### src/hw/rtl/pid_position_controller_defines.svh
// ----------------------------------------------------------------------------
// PID position controller: assertion macros
// Shared assertion shorthands, clocked on clk and held off during reset.
// ----------------------------------------------------------------------------
`ifndef PID_POSITION_CONTROLLER_DEFINES_SVH
`define PID_POSITION_CONTROLLER_DEFINES_SVH

// same-cycle implication
`define PIDC_ASSERT_NOW(lbl, ante, cons, msg) \
	lbl: assert property (@(posedge clk) disable iff (!arst_n) (ante) |-> (cons)) \
		else $error(msg);

// next-cycle implication
`define PIDC_ASSERT_NXT(lbl, ante, cons, msg) \
	lbl: assert property (@(posedge clk) disable iff (!arst_n) (ante) |=> (cons)) \
		else $error(msg);

`endif

### src/hw/rtl/pidc_pkg.sv
// ----------------------------------------------------------------------------
// PID controller package
// Field widths, register indexes, configuration and stage types.
// ----------------------------------------------------------------------------
package pidc_pkg;

	localparam int SampleW = 16;              // setpoint, measurement, limits
	localparam int ErrW    = SampleW + 1;     // setpoint - measurement
	localparam int DriveW  = SampleW + 1;     // measurement + effort
	localparam int CoefW   = 16;              // gains and decay
	localparam int FracW   = 8;               // fraction bits of the terms
	localparam int PropW   = CoefW + ErrW;    // Q.8 proportional term
	localparam int IntegW  = SampleW + FracW; // clamped integral, Q.8
	localparam int DerivW  = 32;              // saturated filter state, Q.8
	localparam int DecayFrac = 15;            // Q1.15 decay
	localparam int CfgIdxW = 4;

	// register indexes
	localparam logic [CfgIdxW-1:0] RegPropGain  = 4'd0;
	localparam logic [CfgIdxW-1:0] RegIntegHalf = 4'd1;
	localparam logic [CfgIdxW-1:0] RegDerivGain = 4'd2;
	localparam logic [CfgIdxW-1:0] RegDerivDec  = 4'd3;
	localparam logic [CfgIdxW-1:0] RegIntegMin  = 4'd4;
	localparam logic [CfgIdxW-1:0] RegIntegMax  = 4'd5;
	localparam logic [CfgIdxW-1:0] RegEffortMin = 4'd6;
	localparam logic [CfgIdxW-1:0] RegEffortMax = 4'd7;

	// reset values
	localparam logic signed [CoefW-1:0]   PropGainRst = 16'sd256;
	localparam logic signed [SampleW-1:0] LimMinRst   = -16'sd32768;
	localparam logic signed [SampleW-1:0] LimMaxRst   = 16'sd32767;

	// derivative saturation bounds
	localparam logic signed [DerivW-1:0] DerivMax = 32'sh7fff_ffff;
	localparam logic signed [DerivW-1:0] DerivMin = 32'sh8000_0000;

	typedef struct packed {
		logic signed [CoefW-1:0]   prop_gain;
		logic signed [CoefW-1:0]   integral_half_gain;
		logic signed [CoefW-1:0]   deriv_gain;
		logic signed [CoefW-1:0]   deriv_decay;
		logic signed [SampleW-1:0] integral_min;
		logic signed [SampleW-1:0] integral_max;
		logic signed [SampleW-1:0] effort_min;
		logic signed [SampleW-1:0] effort_max;
	} pidc_cfg_t;

	// first-stage terms handed to the output stage
	typedef struct packed {
		logic signed [PropW-1:0]   prop;
		logic signed [IntegW-1:0]  integ;
		logic signed [DerivW-1:0]  deriv;
		logic signed [SampleW-1:0] meas;
	} pidc_terms_t;

endpackage

### src/hw/rtl/pidc_in_if.sv
// ----------------------------------------------------------------------------
// PID controller sample channel
// Setpoint and measurement with valid/ready.
// ----------------------------------------------------------------------------
interface pidc_in_if;
	logic                                  valid;
	logic                                  ready;
	logic signed [pidc_pkg::SampleW-1:0]   setpoint;
	logic signed [pidc_pkg::SampleW-1:0]   measurement;

	modport source (output valid, output setpoint, output measurement, input ready);
	modport sink   (input valid, input setpoint, input measurement, output ready);
endinterface

### src/hw/rtl/pidc_out_if.sv
// ----------------------------------------------------------------------------
// PID controller result channel
// Drive position and control effort with valid/ready.
// ----------------------------------------------------------------------------
interface pidc_out_if;
	logic                                  valid;
	logic                                  ready;
	logic signed [pidc_pkg::DriveW-1:0]    drive_position;
	logic signed [pidc_pkg::SampleW-1:0]   control_effort;

	modport source (output valid, output drive_position, output control_effort, input ready);
	modport sink   (input valid, input drive_position, input control_effort, output ready);
endinterface

### src/hw/rtl/pidc_cfg_if.sv
// ----------------------------------------------------------------------------
// PID controller configuration channel
// Register index and write data with valid/ready.
// ----------------------------------------------------------------------------
interface pidc_cfg_if;
	logic                                  valid;
	logic                                  ready;
	logic [pidc_pkg::CfgIdxW-1:0]          index;
	logic [pidc_pkg::CoefW-1:0]            data;

	modport source (output valid, output index, output data, input ready);
	modport sink   (input valid, input index, input data, output ready);
endinterface

### src/hw/rtl/pidc_core.sv
// ----------------------------------------------------------------------------
// PID controller first stage
// Error, proportional term, clamped trapezoidal integral and filtered
// derivative; holds the loop state and the stage-one terms.
// ----------------------------------------------------------------------------
module pidc_core (
	input  logic                                clk,
	input  logic                                arst_n,
	input  logic                                en,
	input  logic signed [pidc_pkg::SampleW-1:0] setpoint,
	input  logic signed [pidc_pkg::SampleW-1:0] measurement,
	input  pidc_pkg::pidc_cfg_t                 cfg,
	output pidc_pkg::pidc_terms_t               terms
);

	localparam int EsumW = pidc_pkg::ErrW + 1;
	localparam int ImulW = pidc_pkg::CoefW + EsumW;
	localparam int IrawW = ImulW + 1;
	localparam int DmW   = pidc_pkg::SampleW + 1;
	localparam int DgW   = pidc_pkg::CoefW + DmW;
	localparam int DecW  = pidc_pkg::CoefW + pidc_pkg::DerivW;
	localparam int RndW  = DecW - pidc_pkg::DecayFrac;
	localparam int DsumW = DgW + 2;

	// loop state
	logic signed [pidc_pkg::IntegW-1:0]  integral_sum_q;
	logic signed [pidc_pkg::ErrW-1:0]    last_error_q;
	logic signed [pidc_pkg::DerivW-1:0]  filt_deriv_q;
	logic signed [pidc_pkg::SampleW-1:0] last_meas_q;
	logic signed [pidc_pkg::PropW-1:0]   prop_s1;

	logic signed [pidc_pkg::ErrW-1:0]    err;
	logic signed [pidc_pkg::PropW-1:0]   prop;
	logic signed [EsumW-1:0]             esum;
	logic signed [ImulW-1:0]             imul;
	logic signed [IrawW-1:0]             iraw, ihi, ilo, ihi_cl, icl;
	logic signed [DmW-1:0]               dmeas;
	logic signed [DgW-1:0]               dg;
	logic signed [DecW-1:0]              dec_prod;
	logic signed [RndW-1:0]              dec_rnd;
	logic signed [DsumW-1:0]             dsum;
	logic signed [pidc_pkg::DerivW-1:0]  deriv_nxt;

	// error and proportional term
	always_comb begin
		err  = pidc_pkg::ErrW'(setpoint) - pidc_pkg::ErrW'(measurement);
		prop = pidc_pkg::PropW'(cfg.prop_gain) * pidc_pkg::PropW'(err);
	end

	// trapezoidal integral, upper limit first, then lower
	always_comb begin
		esum   = EsumW'(err) + EsumW'(last_error_q);
		imul   = ImulW'(cfg.integral_half_gain) * ImulW'(esum);
		iraw   = IrawW'(integral_sum_q) + IrawW'(imul);
		ihi    = IrawW'($signed({cfg.integral_max, {pidc_pkg::FracW{1'b0}}}));
		ilo    = IrawW'($signed({cfg.integral_min, {pidc_pkg::FracW{1'b0}}}));
		ihi_cl = (iraw > ihi) ? ihi : iraw;
		icl    = (ihi_cl < ilo) ? ilo : ihi_cl;
	end

	// derivative on measurement, low-passed, saturated to 32 bits
	always_comb begin
		dmeas    = DmW'(measurement) - DmW'(last_meas_q);
		dg       = DgW'(cfg.deriv_gain) * DgW'(dmeas);
		dec_prod = DecW'(cfg.deriv_decay) * DecW'(filt_deriv_q);
		dec_rnd  = RndW'((dec_prod + (DecW'(1) <<< (pidc_pkg::DecayFrac - 1)))
			>>> pidc_pkg::DecayFrac);
		dsum     = DsumW'(dec_rnd) - DsumW'(dg);
		if (dsum > DsumW'(pidc_pkg::DerivMax)) begin
			deriv_nxt = pidc_pkg::DerivMax;
		end else if (dsum < DsumW'(pidc_pkg::DerivMin)) begin
			deriv_nxt = pidc_pkg::DerivMin;
		end else begin
			deriv_nxt = pidc_pkg::DerivW'(dsum);
		end
	end

	// state update on each accepted transaction
	always_ff @(posedge clk or negedge arst_n) begin
		if (!arst_n) begin
			integral_sum_q <= '0;
			last_error_q   <= '0;
			filt_deriv_q   <= '0;
			last_meas_q    <= '0;
		end else if (en) begin
			integral_sum_q <= pidc_pkg::IntegW'(icl);
			last_error_q   <= err;
			filt_deriv_q   <= deriv_nxt;
			last_meas_q    <= measurement;
		end
	end

	// stage payload, no reset needed
	always_ff @(posedge clk) begin
		if (en) begin
			prop_s1 <= prop;
		end
	end

	assign terms.prop  = prop_s1;
	assign terms.integ = integral_sum_q;
	assign terms.deriv = filt_deriv_q;
	assign terms.meas  = last_meas_q;

endmodule

### src/hw/rtl/pid_position_controller.sv
// ----------------------------------------------------------------------------
// PID position controller
// Discrete PID with clamped trapezoidal integral and low-passed derivative
// on the measurement; returns clamped effort and measurement plus effort.
// ----------------------------------------------------------------------------
//
//   port  dir   contents                          transaction
//   req   sink  setpoint, measurement             valid & ready
//   rsp   src   drive_position, control_effort    valid & ready
//   cfg   sink  index, data (register write)      valid & ready
//
// Two stages: the first forms all terms and updates the loop state, the
// second sums, rounds, clamps and holds the result in the output register.
// One transaction per cycle sustained while the output is not stalled.
// Reset clears configuration to defaults and all loop state at once.
// A stalled output holds its result; the first stage still fills behind it.
// Configuration is always ready; writes to unused indexes are dropped.
// ----------------------------------------------------------------------------
`include "pid_position_controller_defines.svh"

module pid_position_controller (
	input  logic       clk,
	input  logic       arst_n,
	pidc_in_if.sink    req,
	pidc_out_if.source rsp,
	pidc_cfg_if.sink   cfg
);

	localparam int SumW = pidc_pkg::PropW + 2;
	localparam int EffW = SumW - pidc_pkg::FracW;

	pidc_pkg::pidc_cfg_t   cfg_q;
	pidc_pkg::pidc_terms_t terms;

	logic                                 valid_s1;
	logic                                 out_valid_q;
	logic signed [pidc_pkg::SampleW-1:0]  effort_q;
	logic signed [pidc_pkg::DriveW-1:0]   drive_q;
	logic                                 adv_s2;
	logic                                 accept;

	logic signed [SumW-1:0]               sum;
	logic signed [EffW-1:0]               eff_full, eff_hi;
	logic signed [pidc_pkg::SampleW-1:0]  effort;

	// configuration bank
	assign cfg.ready = 1'b1;

	always_ff @(posedge clk or negedge arst_n) begin
		if (!arst_n) begin
			cfg_q.prop_gain          <= pidc_pkg::PropGainRst;
			cfg_q.integral_half_gain <= '0;
			cfg_q.deriv_gain         <= '0;
			cfg_q.deriv_decay        <= '0;
			cfg_q.integral_min       <= pidc_pkg::LimMinRst;
			cfg_q.integral_max       <= pidc_pkg::LimMaxRst;
			cfg_q.effort_min         <= pidc_pkg::LimMinRst;
			cfg_q.effort_max         <= pidc_pkg::LimMaxRst;
		end else if (cfg.valid) begin
			case (cfg.index)
				pidc_pkg::RegPropGain:  cfg_q.prop_gain          <= $signed(cfg.data);
				pidc_pkg::RegIntegHalf: cfg_q.integral_half_gain <= $signed(cfg.data);
				pidc_pkg::RegDerivGain: cfg_q.deriv_gain         <= $signed(cfg.data);
				pidc_pkg::RegDerivDec:  cfg_q.deriv_decay        <= $signed(cfg.data);
				pidc_pkg::RegIntegMin:  cfg_q.integral_min       <= $signed(cfg.data);
				pidc_pkg::RegIntegMax:  cfg_q.integral_max       <= $signed(cfg.data);
				pidc_pkg::RegEffortMin: cfg_q.effort_min         <= $signed(cfg.data);
				pidc_pkg::RegEffortMax: cfg_q.effort_max         <= $signed(cfg.data);
				default: ;
			endcase
		end
	end

	// pipeline flow control
	assign adv_s2    = valid_s1 && (!out_valid_q || rsp.ready);
	assign req.ready = !valid_s1 || adv_s2;
	assign accept    = req.valid && req.ready;

	always_ff @(posedge clk or negedge arst_n) begin
		if (!arst_n) begin
			valid_s1    <= 1'b0;
			out_valid_q <= 1'b0;
		end else begin
			if (accept) begin
				valid_s1 <= 1'b1;
			end else if (adv_s2) begin
				valid_s1 <= 1'b0;
			end
			if (adv_s2) begin
				out_valid_q <= 1'b1;
			end else if (rsp.ready) begin
				out_valid_q <= 1'b0;
			end
		end
	end

	// first stage: terms and loop state
	pidc_core u_core (
		.clk         (clk),
		.arst_n      (arst_n),
		.en          (accept),
		.setpoint    (req.setpoint),
		.measurement (req.measurement),
		.cfg         (cfg_q),
		.terms       (terms)
	);

	// second stage: sum, round half up, clamp high then low
	always_comb begin
		sum      = SumW'(terms.prop) + SumW'(terms.integ) + SumW'(terms.deriv)
			+ (SumW'(1) <<< (pidc_pkg::FracW - 1));
		eff_full = EffW'(sum >>> pidc_pkg::FracW);
		eff_hi   = (eff_full > EffW'(cfg_q.effort_max)) ? EffW'(cfg_q.effort_max) : eff_full;
		effort   = (eff_hi < EffW'(cfg_q.effort_min)) ? cfg_q.effort_min
			: pidc_pkg::SampleW'(eff_hi);
	end

	// output register
	always_ff @(posedge clk) begin
		if (adv_s2) begin
			effort_q <= effort;
			drive_q  <= pidc_pkg::DriveW'(terms.meas) + pidc_pkg::DriveW'(effort);
		end
	end

	assign rsp.valid          = out_valid_q;
	assign rsp.control_effort = effort_q;
	assign rsp.drive_position = drive_q;

	// checks
	`PIDC_ASSERT_NXT(a_s1_hold, valid_s1 && !adv_s2, valid_s1, "stage one dropped a stalled item")
	`PIDC_ASSERT_NXT(a_accept_fill, accept, valid_s1, "accepted item did not reach stage one")
	`PIDC_ASSERT_NOW(a_effort_range, out_valid_q && (cfg_q.effort_min <= cfg_q.effort_max), (effort_q >= cfg_q.effort_min) && (effort_q <= cfg_q.effort_max), "effort outside its limits")
	`PIDC_ASSERT_NOW(a_no_overrun, valid_s1 && out_valid_q && !rsp.ready, !req.ready, "input taken with both stages full")

endmodule
### src/flat_wrapper.sv
// flat-port wrapper written by rule: the top's interface ports become plain ports
module pid_position_controller_flat 
  (clk, arst_n, req_valid, req_setpoint, req_measurement, req_ready, rsp_valid, rsp_drive_position, rsp_control_effort, rsp_ready, cfg_valid, cfg_index, cfg_data, cfg_ready);
  pidc_in_if req_i ();
  pidc_out_if rsp_i ();
  pidc_cfg_if cfg_i ();
  input  logic clk;
  input  logic arst_n;
  input wire logic [$bits(req_i.valid)-1:0] req_valid;
  input wire logic [$bits(req_i.setpoint)-1:0] req_setpoint;
  input wire logic [$bits(req_i.measurement)-1:0] req_measurement;
  output wire logic [$bits(req_i.ready)-1:0] req_ready;
  output wire logic [$bits(rsp_i.valid)-1:0] rsp_valid;
  output wire logic [$bits(rsp_i.drive_position)-1:0] rsp_drive_position;
  output wire logic [$bits(rsp_i.control_effort)-1:0] rsp_control_effort;
  input wire logic [$bits(rsp_i.ready)-1:0] rsp_ready;
  input wire logic [$bits(cfg_i.valid)-1:0] cfg_valid;
  input wire logic [$bits(cfg_i.index)-1:0] cfg_index;
  input wire logic [$bits(cfg_i.data)-1:0] cfg_data;
  output wire logic [$bits(cfg_i.ready)-1:0] cfg_ready;
  assign req_i.valid = req_valid;
  assign req_i.setpoint = req_setpoint;
  assign req_i.measurement = req_measurement;
  assign req_ready = req_i.ready;
  assign rsp_valid = rsp_i.valid;
  assign rsp_drive_position = rsp_i.drive_position;
  assign rsp_control_effort = rsp_i.control_effort;
  assign rsp_i.ready = rsp_ready;
  assign cfg_i.valid = cfg_valid;
  assign cfg_i.index = cfg_index;
  assign cfg_i.data = cfg_data;
  assign cfg_ready = cfg_i.ready;
  pid_position_controller u_core (.clk(clk), .arst_n(arst_n), .req(req_i), .rsp(rsp_i), .cfg(cfg_i));
endmodule
### config.mk
export PLATFORM = sky130hd
export DESIGN_NAME = pid_position_controller_flat
export DESIGN_NICKNAME = d
export VERILOG_FILES = /design/src/hw/rtl/pidc_pkg.sv /design/src/hw/rtl/pidc_in_if.sv /design/src/hw/rtl/pidc_out_if.sv /design/src/hw/rtl/pidc_cfg_if.sv /design/src/hw/rtl/pidc_core.sv /design/src/hw/rtl/pid_position_controller.sv /design/src/flat_wrapper.sv
export VERILOG_INCLUDE_DIRS = /design/src /design/src/hw/rtl
export SDC_FILE = /design/constraint.sdc
export NUM_CORES = 2
export LEC_CHECK = 0
export ABC_AREA = 1
export BUFFER_PORTS_ARGS = -buffer_cell sky130_fd_sc_hd__buf_2
export CORE_MARGIN = 5
export CORE_UTILIZATION = 35
export CTS_CLUSTER_SIZE = 8
export DETAILED_ROUTE_END_ITERATION = 12
export SLEW_MARGIN = 10
export SYNTH_ARGS = -nofsm -noshare
export SYNTH_HDL_FRONTEND = slang
export SYNTH_SLANG_ARGS = --single-unit
### constraint.sdc
create_clock -name clk -period 35.7 [get_ports clk]
set_clock_uncertainty 0.05 [all_clocks]
set_input_delay 7.14 -clock clk [delete_from_list [all_inputs] [get_ports clk]]
set_output_delay 7.14 -clock clk [all_outputs]
set_load 0.02 [all_outputs]
* Word level (Yosys, flattened, before mapping)
Index checks and enable logic that the tools add are counted.
W data, S select, Z words.
** Word-level totals
- Input bits :: 57
- Logic and storage cells :: 71
- Register bits :: 285
** Operators by class
- Multiplexer cells :: 10
- Equality and inequality tests :: 7
- Reduce and logical (&&, ||, !) cells :: 17
- $lt $le $gt $ge :: 6
- Multiply operators :: 4
- Add/sub/neg operators :: 10
** Operators by type and width (count)
- $mul A16 B17 Y33 :: 2
- $mux W32 :: 2
- $add A48 B16 Y48 const B :: 1
- $mul A16 B32 Y48 :: 1
- $add A24 B34 Y35 :: 1
- $add A34 B32 Y35 :: 1
- $add A35 B9 Y35 const B :: 1
- $gt A35 B24 Y1 :: 1
- $lt A35 B24 Y1 :: 1
- $mux W35 :: 1
- $add A33 B24 Y34 :: 1
- $gt A34 B32 Y1 const B :: 1
- $lt A34 B32 Y1 const B :: 1
- $mul A16 B18 Y34 :: 1
- $sub A16 B16 Y17 :: 2
- $sub A33 B33 Y34 :: 1
- $gt A27 B16 Y1 :: 1
- $lt A27 B16 Y1 :: 1
- $mux W27 :: 1
- $mux W24 :: 1
- $add A17 B17 Y18 :: 1
- $add A16 B16 Y17 :: 1
- $eq A4 B3 Y1 const B :: 4
- $mux W16 :: 1
- other kinds (9) :: 24

* Logic depth before layout (Yosys ltp)
- Depth after elaboration :: 8
- Gate-level depth with buffers :: 83

* By module
A second synthesis with hierarchy kept.
** Unflattened totals
- Cell total of the unflattened synthesis :: 8406
- Area total of the unflattened synthesis :: 69957.1 µm²
** By module, submodules not included
- pidc_core :: seq. area each 3218.1 µm², times used 1, cells an instance 7054, area an instance 58716.3 µm²
- pid_position_controller :: seq. area each 4285.4 µm², times used 1, cells an instance 1352, area an instance 11240.8 µm²

* Least setup slack after synthesis
No wires, ideal clock.
- Path type :: input to register
- From :: input port req_setpoint[0]
- To :: register u_core.u_core.integral_sum_q[19] (netlist name)
- Buffers on the path :: 5
- Setup time :: 126 ps
- Required time :: 35524 ps
- Cell stages on the path :: 79
- Arrival :: 19256 ps
- Setup slack :: 16268 ps
- Cell sequence :: inv_1 > ha_1 > fa_1 > nand3b_1 > nand2_1 > a21oi_1 > o21ai_1 > nand2_1 > nand2_1 > nand2_1 > nand2_1 > nand2_1 > nand2_1 > a21oi_1 > o21ai_1 > nand3_1 > nand2_1 > nand2_1 > (+43 left out) > nand3_1 > clkbuf_1 > clkbuf_1 > nand2_1 > o21ai_0 > inv_1 > ha_1 > a21oi_1 > nor2_1 > a211oi_1 > o221ai_1 > a221oi_1 > nand3_1 > nand2_1 > buf_2 > nand2_1 > nand3_1 > nand2_1
** On the way
- Cells in the longest elaborated chain, start to end :: 8
** Ends and longest elaborated chain
- start, declared :: line flat_wrapper.sv:10 : input wire logic [$bits(req_i.setpoint)-1:0] req_setpoint;
- $sub A16 B16 Y17 * :: line pidc_core.sv:46 : err = pidc_pkg::ErrW'(setpoint) - pidc_pkg::ErrW'(measurement);
- net u_core.u_core.err (one bit) :: line pidc_core.sv:32 : logic signed [pidc_pkg::ErrW-1:0] err;
- $add A17 B17 Y18 * :: line pidc_core.sv:52 : esum = EsumW'(err) + EsumW'(last_error_q);
- $mul A16 B18 Y34 * :: line pidc_core.sv:53 : imul = ImulW'(cfg.integral_half_gain) * ImulW'(esum);
- $add A24 B34 Y35 * :: line pidc_core.sv:54 : iraw = IrawW'(integral_sum_q) + IrawW'(imul);
- $gt A35 B24 Y1 :: line pidc_core.sv:57 : ihi_cl = (iraw > ihi) ? ihi : iraw;
- $mux W35 * :: line pidc_core.sv:57
- $lt A35 B24 Y1 :: line pidc_core.sv:58 : icl = (ihi_cl < ilo) ? ilo : ihi_cl;
- $mux W24 * :: line pidc_core.sv:58
- end signal, assigned :: line pidc_core.sv:86 : integral_sum_q <= pidc_pkg::IntegW'(icl);
- end, declared :: line pidc_core.sv:26 : logic signed [pidc_pkg::IntegW-1:0] integral_sum_q;
The timed path passes the listed nets; every way through them passes the cells marked *.
A chain may end at the register's enable or synchronous reset.

* Final worst setup path
- From :: input port req_measurement[1]
- To :: register u_core.u_core.integral_sum_q[7] (netlist name)
** On the way
- Cells in the longest elaborated chain, start to end :: 8
** Ends and longest elaborated chain
- start, declared :: line flat_wrapper.sv:11 : input wire logic [$bits(req_i.measurement)-1:0] req_measurement;
- $sub A16 B16 Y17 * :: line pidc_core.sv:46
- net u_core.u_core.err (one bit) :: line pidc_core.sv:32
- $add A17 B17 Y18 * :: line pidc_core.sv:52
- $mul A16 B18 Y34 * :: line pidc_core.sv:53
- $add A24 B34 Y35 * :: line pidc_core.sv:54
- $gt A35 B24 Y1 :: line pidc_core.sv:57
- $mux W35 * :: line pidc_core.sv:57
- $lt A35 B24 Y1 :: line pidc_core.sv:58
- $mux W24 * :: line pidc_core.sv:58
Marks and branches as above.

==> impl_results.html <==
<table>
<tr><th>Metric</th><th>Value</th></tr>
<tr><th colspan="2">Status</th></tr>
<tr><td>Result of the run</td><td>complete, no violations</td></tr>
<tr><th colspan="2">STA</th></tr>
<tr><td>Max_slew headroom</td><td>12.2%</td></tr>
<tr><td>Number of setup violations in the final report</td><td>0</td></tr>
<tr><td>Count of final hold-check violations</td><td>0</td></tr>
<tr><td>Period utilization</td><td>64.5%</td></tr>
<tr><td>Shortest period the worst path allows</td><td>23,040 ps</td></tr>
<tr><td>Highest Clock Rate</td><td>43.4 MHz</td></tr>
<tr><td>Post-Route Setup TNS</td><td>0 ps</td></tr>
<tr><td>Number of max-slew violations in the final report</td><td>0</td></tr>
<tr><td>Worst-case setup margin in the final layout</td><td>12,660 ps</td></tr>
<tr><td>Slew of the pin with the lowest slew margin</td><td>between 1000 and 1500 ps</td></tr>
<tr><td>Unrepaired setup endpoints after global routing</td><td>no</td></tr>
<tr><th colspan="2">Route</th></tr>
<tr><td>Router iterations before antenna repair</td><td>6</td></tr>
<tr><td>DR vias</td><td>53,900</td></tr>
<tr><td>Vias per cell</td><td>4.95</td></tr>
<tr><td>Total wire length after detailed routing</td><td>219,000 um</td></tr>
<tr><td>Number of antenna-violating nets in the routed design</td><td>0</td></tr>
<tr><td>Remaining design rule violation count</td><td>0</td></tr>
<tr><td>Post-detailed-route wirelength per cell</td><td>between 20 and 25 um</td></tr>
<tr><td>DRC violation total after the first TritonRoute iteration</td><td>3,854</td></tr>
<tr><th colspan="2">Place</th></tr>
<tr><td>Worst slack at placement</td><td>12,150 ps</td></tr>
<tr><td>Sum of net half-perimeters after detailed placement</td><td>between 150,000 and 200,000 um</td></tr>
<tr><td>Port-buffer cells</td><td>91</td></tr>
<tr><td>Final estimated routing congestion in global placement</td><td>0.968</td></tr>
<tr><td>Number of placed instances, taps included</td><td>10,800</td></tr>
<tr><th colspan="2">Global routing</th></tr>
<tr><td>Number of antenna violations at the first check in global routing</td><td>13</td></tr>
<tr><td>Aggregate global routing overflow</td><td>0</td></tr>
<tr><td>Largest net degree at the start of global routing</td><td>between 60 and 70</td></tr>
<tr><td>Via count of the first global-routing pass</td><td>~58,000</td></tr>
<tr><td>Wire length of the first global-routing pass</td><td>342,000 um</td></tr>
<tr><td>Total routing usage reported by global routing</td><td>a little over a fifth</td></tr>
<tr><th colspan="2">Synthesis</th></tr>
<tr><td>Share of synthesized area occupied by flip-flops and latches</td><td>10.8%</td></tr>
<tr><td>Unique masters post-synth</td><td>62</td></tr>
<tr><td>Warnings from Yosys</td><td>0</td></tr>
<tr><td>Post-synth net total</td><td>10,400</td></tr>
<tr><td>Avg Inst Size Synth</td><td>8.38 um^2</td></tr>
<tr><td>Simple-gate area share of the yosys netlist</td><td>roughly 15%</td></tr>
<tr><td>EDFF count, synth</td><td>66</td></tr>
<tr><td>Adder and majority gate portion of the synthesized area</td><td>approximately 52%</td></tr>
<tr><td>Post-synthesis compound-gate area fraction</td><td>6.46%</td></tr>
<tr><td>Post-synth ARST share</td><td>76.8%</td></tr>
<tr><td>Area of the mapped netlist</td><td>69,400 um^2</td></tr>
<tr><td>Most instantiated flip-flop cell in the synthesis netlist</td><td>dfrtp_1</td></tr>
<tr><td>FF+latch count, synth</td><td>285</td></tr>
<tr><td>Multiplexer area fraction after synthesis</td><td>0%</td></tr>
<tr><td>Synthesized netlist cell count</td><td>around 8,300</td></tr>
<tr><td>Post-synthesis xor/xnor area fraction</td><td>2.92%</td></tr>
<tr><td>Dominant combinational cell family by area after synthesis</td><td>adder cells</td></tr>
<tr><th colspan="2">Clock tree</th></tr>
<tr><td>Resized Gates After CTS</td><td>0</td></tr>
<tr><td>Worst-Skew Late Latency</td><td>620 ps</td></tr>
<tr><td>Number of levels in the clock H-tree</td><td>2</td></tr>
<tr><td>Post-CTS Repair Setup Buffers</td><td>0</td></tr>
<tr><td>Clock slew seen by the registers of the worst setup and hold paths</td><td>50 ps</td></tr>
<tr><td>Clock root buffer master</td><td>clkbuf_16</td></tr>
<tr><td>Hold-fix buffer count after cts</td><td>0</td></tr>
<tr><td>CTS tree</td><td>done</td></tr>
<tr><td>Number of clock sinks</td><td>approximately 290</td></tr>
<tr><td>Num CTS Buffers</td><td>43</td></tr>
<tr><td>Maximum count of clock buffers along a single path</td><td>3</td></tr>
<tr><th colspan="2">Die</th></tr>
<tr><td>Row Count</td><td>163</td></tr>
<tr><td>DIE WIDTH</td><td>455 um</td></tr>
<tr><td>Y dimension of the die</td><td>455 um</td></tr>
<tr><td>IO Count</td><td>93</td></tr>
<tr><td>Area enclosed by the die boundary</td><td>207,000 um^2</td></tr>
<tr><td>Placeable core region</td><td>between 150,000 and 200,000 um^2</td></tr>
<tr><td>Initial Util</td><td>between 30% and 40%</td></tr>
<tr><th colspan="2">Setup path</th></tr>
<tr><td>Count of buffering cells on the critical path with inverters included</td><td>16</td></tr>
<tr><td>Endpoint type of the worst setup path</td><td>flip-flop</td></tr>
<tr><td>CP Launch Type</td><td>input port</td></tr>
<tr><td>Count of cell instances traversed by the critical path</td><td>72</td></tr>
<tr><td>Max stage delay on crit path</td><td>860 ps</td></tr>
<tr><td>Depth of the most critical reg-to-reg path</td><td>66</td></tr>
<tr><td>Cell type of the slowest stage on the worst timing path</td><td>nand2_1</td></tr>
<tr><td>Data arrival time of the critical path</td><td>around 23,000 ps</td></tr>
<tr><td>Library cell appearing most often on the critical path</td><td>nand2_1</td></tr>
<tr><td>Path type of the worst setup path</td><td>input port to flip-flop</td></tr>
<tr><td>Data required time at the worst endpoint</td><td>about 36,000 ps</td></tr>
<tr><td>Cell family contributing the most delay on the critical path</td><td>simple AND/OR/NAND/NOR gates</td></tr>
<tr><td>Max Fanout on Critical Path</td><td>23</td></tr>
<tr><th colspan="2">Cells and area</th></tr>
<tr><td>Share of layout cells above drive strength 1</td><td>4.56%</td></tr>
<tr><td>Net count reported at finish</td><td>10,300</td></tr>
<tr><td>Commonest non-fill, non-tap cell in the layout</td><td>inv_1</td></tr>
<tr><td>Synthesis-to-finish area growth</td><td>6.66%</td></tr>
<tr><td>Utilization after layout</td><td>37.5%</td></tr>
<tr><td>Highest-count cells in the layout ignoring fill and taps</td><td>2,017 x inv_1, 1,697 x nand2_1, 1,429 x fa_1, 614 x ha_1, 599 x nor2_1</td></tr>
<tr><td>Post-layout instance count excluding filler cells</td><td>10,900</td></tr>
<tr><th colspan="2">Worst hold path</th></tr>
<tr><td>Hold/Removal Path Class</td><td>flip-flop to flip-flop</td></tr>
<tr><td>Cell count of the worst hold path</td><td>2</td></tr>
<tr><th colspan="2">Job</th></tr>
<tr><td>Max_cap viols</td><td>0</td></tr>
</table>
per-layer routing:
metal | routed length (um) | vias to the layer above | track usage (%)
met4 | 8330 | 4 | 6.63
met5 | 27 | - | 0
li1 | - | 24400 | -
met3 | 14900 | 388 | 3.27
met1 | 93800 | 27300 | 29.4
met2 | 101000 | 1786 | 35.1
stage by stage:
| step | hold WS [ps] | instance area [um^2] |
|---|---|---|
| 4_1_cts | 442 | 74000 |
| 3_3_place_gp | 418 | 72700 |
| 2_1_floorplan | 397 | 69400 |
| 6_report | 438 | 74000 |
| 3_5_place_dp | 430 | 72700 |
| 5_1_grt | 457 | 74000 |
kinds of logic after synthesis:
logic type	after synthesis
fa+ha+maj	2043
simple gates	2598
flops	285
xor+xnor	231
compound gates	800
buf+inv	2323
other cells	1
worst min-delay path, delay by kind of cell, from the launching register on:
kind	cells	cell delay (ps)
simple gates	1	50
flops	1	340
compound gates	1	60
final cells by class:
type                       count  area, um^2
clock buffer                  75        1240
sequential                   285        7510
tap                         2640        3300
antenna                        8        20.0
fill                       20300      123000
clock inverter                 5        80.1
multi-input combinational   5673       53100
inverter                    2048        7690
timing repair buffer         167        1040
worst paths after layout:
check	startpoint	to	slack [ps]
worst max-delay path	req_measurement[1]	u_core.u_core.integral_sum_q[7]$_DFFE_PN0P_	12660
worst min-delay path	u_core.cfg_q[47]$_DFFE_PN0P_	u_core.cfg_q[47]$_DFFE_PN0P_	440
worst max register to register	u_core.u_core.last_error_q[0]$_DFFE_PN0P_	u_core.u_core.integral_sum_q[7]$_DFFE_PN0P_	20870
worst min register to register	u_core.cfg_q[47]$_DFFE_PN0P_	u_core.cfg_q[47]$_DFFE_PN0P_	440
max in group asynchronous	arst_n	u_core.u_core.integral_sum_q[23]$_DFFE_PN0P_	27140
min in group asynchronous	arst_n	u_core.valid_s1$_DFFE_PN0P_	6400
synthesized netlist by cell type, types with 87 or more instances:
cell	n	area [um^2]
a21oi_1	304	1520
clkbuf_1	260	976
dfrtp_1	186	4650
fa_1	1429	28600
ha_1	614	7680
inv_1	2018	7570
nand2_1	1699	6380
nand3_1	143	716
nor2_1	599	2250
o21ai_0	327	1640
xnor2_1	87	762
xor2_1	144	1260
sequential cells by signal (all words and copies together), names as in the netlist:
register and flops:
u_core.u_core.filt_deriv_q 32, u_core.u_core.prop_s1 33, u_core.valid_s1 1, u_core.u_core.last_error_q 17
u_core.cfg_q 128, u_core.u_core.integral_sum_q 24, u_core.rsp.drive_position 17, u_core.rsp.control_effort 16
u_core.rsp.valid 1, u_core.u_core.last_meas_q 16
Power is not shown: default switching activity piles up to over one toggle a cycle in this logic, so the estimate is an artifact.
